[src/design/mic1_pkg.sv]
package mic1_pkg;

	localparam int MEM_ADDR_BITS = 16;
	localparam int ROW_BITS = MEM_ADDR_BITS - 2;
	localparam int ROWS = 1 << ROW_BITS;

	typedef logic [MEM_ADDR_BITS-1:0] maddr_t;
	typedef logic [ROW_BITS-1:0] row_t;

	typedef enum logic [1:0] {
		ST_IDLE,
		ST_READ,
		ST_WB
	} state_t;

	typedef struct packed {
		logic       exec;
		logic       wb;
		logic       fetch;
		logic       rd;
		logic [2:0] jam;
		logic [8:0] nad;
	} ctrl_t;

	localparam logic [3:0] B_MDR = 4'd0;
	localparam logic [3:0] B_PC = 4'd1;
	localparam logic [3:0] B_MBR = 4'd2;
	localparam logic [3:0] B_MBRS = 4'd3;
	localparam logic [3:0] B_SP = 4'd4;
	localparam logic [3:0] B_LV = 4'd5;
	localparam logic [3:0] B_CPP = 4'd6;
	localparam logic [3:0] B_TOS = 4'd7;
	localparam logic [3:0] B_OPC = 4'd8;

	localparam int WE_MAR = 0;
	localparam int WE_MDR = 1;
	localparam int WE_PC = 2;
	localparam int WE_SP = 3;
	localparam int WE_LV = 4;
	localparam int WE_CPP = 5;
	localparam int WE_TOS = 6;
	localparam int WE_OPC = 7;
	localparam int WE_H = 8;

	localparam int MOP_FETCH = 0;
	localparam int MOP_READ = 1;
	localparam int MOP_WRITE = 2;

	localparam int JAM_Z = 0;
	localparam int JAM_N = 1;
	localparam int JAM_PC = 2;

	localparam logic [5:0] ALU_A = 6'h18;
	localparam logic [5:0] ALU_B = 6'h14;
	localparam logic [5:0] ALU_NOT_A = 6'h1A;
	localparam logic [5:0] ALU_NOT_B = 6'h2C;
	localparam logic [5:0] ALU_ADD = 6'h3C;
	localparam logic [5:0] ALU_ADD_INC = 6'h3D;
	localparam logic [5:0] ALU_INC_A = 6'h39;
	localparam logic [5:0] ALU_INC_B = 6'h35;
	localparam logic [5:0] ALU_SUB = 6'h3F;
	localparam logic [5:0] ALU_DEC_B = 6'h36;
	localparam logic [5:0] ALU_NEG_A = 6'h3B;
	localparam logic [5:0] ALU_AND = 6'h0C;
	localparam logic [5:0] ALU_OR = 6'h1C;
	localparam logic [5:0] ALU_ZERO = 6'h10;
	localparam logic [5:0] ALU_ONE = 6'h31;
	localparam logic [5:0] ALU_MINUS1 = 6'h32;

endpackage

[src/design/mic1_dpath.sv]
module mic1_dpath
	import mic1_pkg::*;
(
	input  logic        clk,
	input  logic        arst_n,
	input  ctrl_t       ctl,
	input  logic [35:0] micro_word,
	input  logic [31:0] rd_word,
	input  logic [7:0]  rd_byte,
	output logic [31:0] wr_data,
	output logic [8:0]  next_micro_address,
	output logic [31:0] reg_pc,
	output logic [31:0] reg_mar,
	output logic [31:0] reg_mdr,
	output logic [31:0] reg_sp,
	output logic [31:0] reg_lv,
	output logic [31:0] reg_cpp,
	output logic [31:0] reg_tos,
	output logic [31:0] reg_hold,
	output logic [7:0]  reg_mbr,
	output logic        flag_negative,
	output logic        flag_zero
);

	logic [31:0] mar_q, mdr_q, pc_q, sp_q, lv_q, cpp_q, tos_q, opc_q, h_q, alu_q;
	logic [7:0]  mbr_q;
	logic        n_q, z_q;
	logic [8:0]  upc_q;

	logic [3:0]  bsrc;
	logic [8:0]  wen;
	logic [5:0]  fn;
	logic [1:0]  sh;
	logic [31:0] bbus, alu_d, cbus;
	logic [7:0]  mbr_d;
	logic [8:0]  upc_d;

	assign bsrc = micro_word[3:0];
	assign wen = micro_word[15:7];
	assign fn = micro_word[21:16];
	assign sh = micro_word[23:22];

	always_comb begin
		case (bsrc)
			B_MDR:   bbus = mdr_q;
			B_PC:    bbus = pc_q;
			B_MBR:   bbus = {24'd0, mbr_q};
			B_MBRS:  bbus = {{24{mbr_q[7]}}, mbr_q};
			B_SP:    bbus = sp_q;
			B_LV:    bbus = lv_q;
			B_CPP:   bbus = cpp_q;
			B_TOS:   bbus = tos_q;
			B_OPC:   bbus = opc_q;
			default: bbus = 32'hFFFF_FFFF;
		endcase
	end

	always_comb begin
		case (fn)
			ALU_A:       alu_d = h_q;
			ALU_B:       alu_d = bbus;
			ALU_NOT_A:   alu_d = ~h_q;
			ALU_NOT_B:   alu_d = ~bbus;
			ALU_ADD:     alu_d = h_q + bbus;
			ALU_ADD_INC: alu_d = h_q + bbus + 32'd1;
			ALU_INC_A:   alu_d = h_q + 32'd1;
			ALU_INC_B:   alu_d = bbus + 32'd1;
			ALU_SUB:     alu_d = bbus - h_q;
			ALU_DEC_B:   alu_d = bbus - 32'd1;
			ALU_NEG_A:   alu_d = 32'd0 - h_q;
			ALU_AND:     alu_d = h_q & bbus;
			ALU_OR:      alu_d = h_q | bbus;
			ALU_ZERO:    alu_d = 32'd0;
			ALU_ONE:     alu_d = 32'd1;
			ALU_MINUS1:  alu_d = 32'hFFFF_FFFF;
			default:     alu_d = alu_q;
		endcase
	end

	always_comb begin
		if (sh[1]) begin
			cbus = {alu_d[23:0], 8'd0};
		end else if (sh[0]) begin
			cbus = {1'b0, alu_d[31:1]};
		end else begin
			cbus = alu_d;
		end
	end

	// A word write stores MDR as left by a read in the same step.
	assign wr_data = ctl.rd ? rd_word : mdr_q;
	assign mbr_d = ctl.fetch ? rd_byte : mbr_q;

	always_comb begin
		upc_d = ctl.nad;
		if (ctl.jam[JAM_Z]) begin
			upc_d[8] = upc_d[8] | z_q;
		end
		if (ctl.jam[JAM_N]) begin
			upc_d[8] = upc_d[8] | n_q;
		end
		if (ctl.jam[JAM_PC]) begin
			upc_d = upc_d | {1'b0, mbr_d};
		end
	end

	always_ff @(posedge clk or negedge arst_n) begin
		if (!arst_n) begin
			mar_q <= '0;
			mdr_q <= '0;
			pc_q <= '0;
			sp_q <= '0;
			lv_q <= '0;
			cpp_q <= '0;
			tos_q <= '0;
			opc_q <= '0;
			h_q <= '0;
			alu_q <= '0;
			mbr_q <= '0;
			n_q <= 1'b0;
			z_q <= 1'b1;
			upc_q <= '0;
		end else if (ctl.exec) begin
			alu_q <= alu_d;
			n_q <= alu_d[31];
			z_q <= (alu_d == 32'd0);
			if (wen[WE_MAR]) mar_q <= cbus;
			if (wen[WE_MDR]) mdr_q <= cbus;
			if (wen[WE_PC]) pc_q <= cbus;
			if (wen[WE_SP]) sp_q <= cbus;
			if (wen[WE_LV]) lv_q <= cbus;
			if (wen[WE_CPP]) cpp_q <= cbus;
			if (wen[WE_TOS]) tos_q <= cbus;
			if (wen[WE_OPC]) opc_q <= cbus;
			if (wen[WE_H]) h_q <= cbus;
		end else if (ctl.wb) begin
			mdr_q <= wr_data;
			mbr_q <= mbr_d;
			upc_q <= upc_d;
		end
	end

	assign next_micro_address = upc_q;
	assign reg_pc = pc_q;
	assign reg_mar = mar_q;
	assign reg_mdr = mdr_q;
	assign reg_sp = sp_q;
	assign reg_lv = lv_q;
	assign reg_cpp = cpp_q;
	assign reg_tos = tos_q;
	assign reg_hold = h_q;
	assign reg_mbr = mbr_q;
	assign flag_negative = n_q;
	assign flag_zero = z_q;

endmodule

[config.mk]
export PLATFORM = sky130hd
export DESIGN_NAME = mic1_dpath
export DESIGN_NICKNAME = d
export VERILOG_FILES = /design/src/design/mic1_pkg.sv /design/src/design/mic1_dpath.sv
export SDC_FILE = /design/constraint.sdc
export NUM_CORES = 1
export LEC_CHECK = 0
export BUFFER_PORTS_ARGS = -buffer_cell sky130_fd_sc_hd__buf_2
export CAP_MARGIN = 20
export CORE_MARGIN = 3
export CORE_UTILIZATION = 50
export DETAILED_ROUTE_END_ITERATION = 10
export GPL_ROUTABILITY_DRIVEN = 0
export PLACE_DENSITY_LB_ADDON = 0.1
export SYNTH_ARGS = -nofsm -noshare
export SYNTH_HDL_FRONTEND = slang
export SYNTH_SLANG_ARGS = --single-unit
[constraint.sdc]
create_clock -name clk -period 6.2 [get_ports clk]
set_input_delay 0.62 -clock clk [delete_from_list [all_inputs] [get_ports clk]]
set_output_delay 0.62 -clock clk [all_outputs]
set_load 0.01 [all_outputs]
* Word-level counts from Yosys, hierarchy flattened
Cells that the tools add are included.
** Word-level totals
- Bits in registers :: 339
- Input bits :: 94
- Output and inout bits :: 307
- Logic and storage cells :: 79
** Operators by class
- $add $sub $neg :: 7
- Equality and inequality tests :: 25
- Mux-type cells :: 12
- Bitwise logic cells :: 8
- Reductions and logical operators :: 13
** Operator list (number)
- case mux 32 bit (16 select lines) :: 1
- case mux 32 bit (9 select lines) :: 1
- 2-to-1 mux 32 bit :: 6
- adder 32 x 1 -> 32 bit, second input constant :: 3
- NOT 32 bit :: 2
- equality test 6 bit, second input constant :: 10
- adder 32 bit :: 1
- bitwise AND 32 bit :: 1
- zero test 32 bit :: 1
- OR 32 bit :: 1
- subtractor 1 x 32 -> 32 bit, first input constant :: 1
- subtractor 32 x 1 -> 32 bit, second input constant :: 1
- subtractor 32 bit :: 1
- equality test 6 x 5 -> 1 bit, second input constant :: 5
- AND reduction 2 bit :: 10
- equality test 4 x 3 -> 1 bit, second input constant :: 4
- 2-to-1 mux 9 bit :: 1
- OR 9 x 8 -> 9 bit :: 1
- equality test 4 x 2 -> 1 bit, second input constant :: 2
- 2-to-1 mux 8 bit :: 1
- equality test 6 x 4 -> 1 bit, second input constant :: 1
- equality test 4 x 1 -> 1 bit, second input constant :: 1
- equality test 4 bit, second input constant :: 1
- zero test 4 bit :: 1
- other kinds (5) :: 7

* Longest topological paths before layout
- Word-level depth :: 9
- Depth in mapped cells :: 26
- Gate-level depth less buffers :: 21

* Worst setup path after synthesis
OpenSTA, ideal clock, no wires.
- Path type :: input to register
- From :: input port micro_word[20]
- To :: register z_q, in the netlist flag_zero
- Data arrival time :: 6.430 ns
- Setup slack :: -0.326 ns
- Stages on the path :: 16
- Buffers on the path :: 1
- Cell sequence :: clkbuf_1 > nand2_1 > nor3_1 > ha_1 > xor2_1 > a22o_1 > or4b_1 > o32ai_2 > and2_0 > and4b_1 > or4b_1 > nand4bb_1 > a2111oi_2 > and4_1 > nand4_1 > o32ai_1
** On the way
- Cells in the longest elaborated chain, start to end :: 3
** RTL lines
- start: declaration :: line mic1_dpath.sv:7 : input logic [35:0] micro_word,
- equality test 6 bit, or another cell as far along :: line mic1_dpath.sv:59 : case (fn)
- case mux 32 bit (16 select lines) * :: line mic1_dpath.sv:59
- zero test 32 bit * :: line mic1_dpath.sv:126 : z_q <= (alu_d == 32'd0);
- end signal: assignment :: line mic1_dpath.sv:126
- end: declaration :: line mic1_dpath.sv:27 : logic n_q, z_q;
Every way passes the cells marked *; elsewhere a longest branch is shown, timed or not.
A chain may end at the register's enable or synchronous reset.

* Final worst setup path
- From :: input port micro_word[2]
- To :: register opc_q[29]
** On the way
- Cells in the longest elaborated chain, start to end :: 7
** RTL lines
- equality test 4 bit, or another cell as far along :: line mic1_dpath.sv:44 : case (bsrc)
- case mux 32 bit (9 select lines) * :: line mic1_dpath.sv:44
- adder 32 bit :: line mic1_dpath.sv:64, mic1_dpath.sv:65
- adder 32 x 1 -> 32 bit :: line mic1_dpath.sv:65 : ALU_ADD_INC: alu_d = h_q + bbus + 32'd1;
- case mux 32 bit (16 select lines) * :: line mic1_dpath.sv:59
- 2-to-1 mux 32 bit :: line mic1_dpath.sv:83 : end else if (sh[0]) begin
- 2-to-1 mux 32 bit * :: line mic1_dpath.sv:81 : if (sh[1]) begin
- end signal: assignment :: line mic1_dpath.sv:134 : if (wen[WE_OPC]) opc_q <= cbus;
- end: declaration :: line mic1_dpath.sv:25 : logic [31:0] mar_q, mdr_q, pc_q, sp_q, lv_q, cpp_q, tos_q, opc_q, h_q, alu_q;
Marks and branches as above.

==> results.json <==
{
  "switchingPower_mw": 5.50,
  "htree_levels": 1,
  "finalNetCount": 3993,
  "drive_gt1_share_pct": 33.4,
  "die_area_um2": 54800,
  "ys_warn_count": 0,
  "grt_usage_pct": 41.0,
  "p_sw_share_pct": 44.1,
  "wl_um": 116000,
  "ys_ff_latch": 338,
  "synth_top_area_cell": "dfrtp_1",
  "fin_area_um2": 33500,
  "min_period_over_period_pct": 99.5,
  "chipWidth_um": 234,
  "muxShareOfSynthArea_pct": 11.1,
  "crit_cells": 26,
  "maxSlewHeadroom_pct": 26.0,
  "core_area_um2": 50800,
  "drc_errors": 0,
  "cp_top_family": "compound AO/OA/AOI/OAI gates",
  "critPathArrivalTime_ns": 6.68,
  "reg2regPathDepth": 20,
  "ant_nets": 0,
  "drt_pre_antenna_iters": 6,
  "critical_path.startpoint_type": "primary input",
  "netlist.area_leader.share_pct": 32.4,
  "synth.distinct_cells": 110,
  "wl_per_cell_um": 26.1,
  "cp_slowest_cell": "or4_1",
  "synth_edf_count": 0,
  "num_rows": 82,
  "yosys-top-cells-area": "dfrtp_1 32%, mux2_2 8.4%, ha_1 6.1%, nand2_1 5.5%, o21ai_0 3.7%",
  "hold_class": "in2async",
  "synthSimpleGateAreaFrac_pct": 18.3,
  "clock-skew-final_ns": 0.0115,
  "grtUsageMet1_pct": 53.0,
  "cp_num_buf_inv": 8,
  "syn_inst": 3009,
  "yosysSeqAreaShare_pct": 32.5,
  "hold_viol": 0,
  "clock-root-buffer": "clkbuf_16",
  "combPwrFrac_pct": 56.6,
  "overflow": 0,
  "synthesis.area_um2": 26000,
  "clk_pin_slew_ns": 0.07,
  "maxCapViolations": 0,
  "use_met3_pct": 8.47,
  "leakagePower_nw": 15.7,
  "grt_use_met2_pct": 65.1,
  "cts_tree": "yes",
  "synth_top_family_by_area": "compound AO/OA/AOI/OAI gates",
  "grt_pass1_vias": 28059,
  "die_h_um": 234,
  "sequentialPowerShare_pct": 28.0,
  "vias_per_cell": 6.55,
  "min_period_ns": 6.17,
  "ir_drop_v": 0.000265,
  "stdcell_count": 4463,
  "dpl_cell_area_um2": 32200,
  "grt-busiest-layer": "met2",
  "place_hpwl_um": 89800,
  "worst_pin_slew_ns": 1.11,
  "antenna_found_initial": 4,
  "drv_slew": 0,
  "clock_sinks": 338,
  "critical_path.max_fanout": 12,
  "grt_start_max_net_pins": 183,
  "clock_latency_ns": 0.58,
  "grt_pass1_wl_um": 172000,
  "cts_buffer_depth": 3,
  "avgSynthCellArea_um2": 8.65,
  "io_buffers": 385,
  "synth_xor_area_share_pct": 2.52,
  "intPower_mw": 6.98,
  "first_iter_violations": 3397,
  "areaGrowthSynthToFinish_pct": 28.7,
  "max_stage_delay_ns": 0.54,
  "cts_buffers": 31,
  "clock.fmax_mhz": 162,
  "io_pins": 401,
  "setup_viol": 0,
  "vias": 29217,
  "yosys.area_share.adder_pct": 6.29,
  "start_util_pct": 51.2,
  "synth_async_sr_flop_share_pct": 100,
  "worstSetupEndpointType": "flip-flop",
  "synth_compound_area_share_pct": 24.9,
  "required_ns": 6.71,
  "place_inst": 4401,
  "clockPowerShare_pct": 15.5,
  "syn_nets": 3232,
  "status": "finished, final reports clean",
  "power_density_nw_per_um2": 373,
  "worstSetupPathType": "in2reg",
  "ys_dominant_reg_cell": "dfrtp_1",
  "cpMostUsedCell": "buf_4"
}
per-layer routing:
| layer | up-vias | routed length (µm) |
|---|---|---|
| met2 | 2025 | 51700 |
| met4 | 6 | 7700 |
| li1 | 12744 | - |
| met5 | - | 34 |
| met1 | 14020 | 43600 |
| met3 | 422 | 13300 |
cells in the final DEF, fill, tap and decap left out, types with 30 or more instances in the layout:
cell | synthesis | final
inv_1 | 88 | 88
xnor2_1 | 50 | 50
nor2b_1 | 32 | 30
buf_4 | 4 | 525
nand2_1 | 384 | 376
buf_2 | 28 | 383
o31ai_1 | 91 | 90
o211ai_1 | 36 | 36
a221oi_1 | 33 | 33
nor3_1 | 59 | 55
nand3_1 | 51 | 51
o21ai_0 | 193 | 192
dfrtp_1 | 337 | 337
a21oi_1 | 168 | 167
mux2i_1 | 61 | 60
clkbuf_16 | 0 | 31
mux2_2 | 194 | 194
nor2_1 | 229 | 225
ha_1 | 126 | 125
and2_1 | 32 | 32
a21o_1 | 43 | 43
cell usage after synthesis (all sizes together) (31+ instances only):
master	n
and2	33
a21oi	170
o21ai	202
ha	126
a211oi	37
nand2	384
nor3	61
inv	89
clkbuf	152
buf	43
a22oi	31
nor2	229
mux2i	64
o211ai	36
a21o	43
o31ai	92
xnor2	50
dfrtp	337
nor2b	32
a221oi	33
mux2	197
nand3	53
what timing repair did:
item                       4_1_cts  5_1_grt
buffers inserted                 0        4
resized for setup                2       29
hold buffers                     0        0
gates cloned                     0        1
setup endpoints to repair       20      127
pin swaps                        0        7
power by group through the flow:
stage	logic [mW]	registers, mW	clock network, mW
2_1_floorplan	3.38	3.44	0
3_3_place_gp	6.57	3.45	0
3_5_place_dp	6.73	3.47	0
4_1_cts	6.78	3.44	1.93
5_1_grt	7.52	3.52	2.02
6_report	7.06	3.49	1.93
kinds of logic (layout without fill, tap and decap cells):
logic type | Yosys count | in the layout
AOI/OAI and AO/OA | 930 | 931
xor gates and xnor gates | 75 | 75
adders and majority gates | 129 | 129
buffers and inverters | 285 | 1065
DFF | 338 | 338
muxes | 261 | 261
other | 0 | 1
and+or+nand+nor | 991 | 991
cell type report:
cell class	count	area (µm²)
sequential	338	8460
clock buffer	40	860
timing repair buffer	922	6130
clock inverter	13	131
fill	4138	17300
inverter	90	338
multi-input combinational	2387	16700
tap	672	841
antenna	1	2.50
flip-flops by register name, indices dropped and copies added, names as in the netlist:
signal              flops
alu_q                  32
opc_q                  32
reg_cpp                32
reg_hold               32
reg_lv                 32
reg_mar                32
reg_mdr                32
reg_pc                 32
reg_sp                 32
reg_tos                32
next_micro_address      9
reg_mbr                 8
flag_zero               1
stage by stage:
stage / hold slack, ns / utilization [%] / setup slack [ns] / setup TNS [ns] / power [mW]
finish: 0.0427 / 65.9 / 0.0338 / 0 / 12.5
global route: 0.0758 / 65.9 / -0.0393 / -0.183 / 13.1
CTS: 0.0586 / 65.4 / 0.0334 / 0 / 12.2
detailed placement: 0.454 / 63.4 / -0.697 / -50.40 / 10.2
global placement: 0.450 / 63.4 / -0.578 / -35.96 / 10.0
floorplan: 0.324 / - / 0.00930 / 0 / 6.82
worst paths after layout:
check	slack (ns)	endpoint	from
worst min-delay path	0.04	reg_mar[14]$_DFFE_PN0P_	arst_n
min in group clk	0.28	next_micro_address[3]$_DFFE_PN0P_	ctl[3]
worst max-delay path	0.03	opc_q[29]$_DFFE_PN0P_	micro_word[2]
worst max register to register	0.14	opc_q[29]$_DFFE_PN0P_	reg_tos[0]$_DFFE_PN0P_
worst min register to register	0.47	next_micro_address[4]$_DFFE_PN0P_	next_micro_address[4]$_DFFE_PN0P_
max in group asynchronous	4.64	reg_cpp[2]$_DFFE_PN0P_	arst_n
Power figures use the tool's default switching activity.
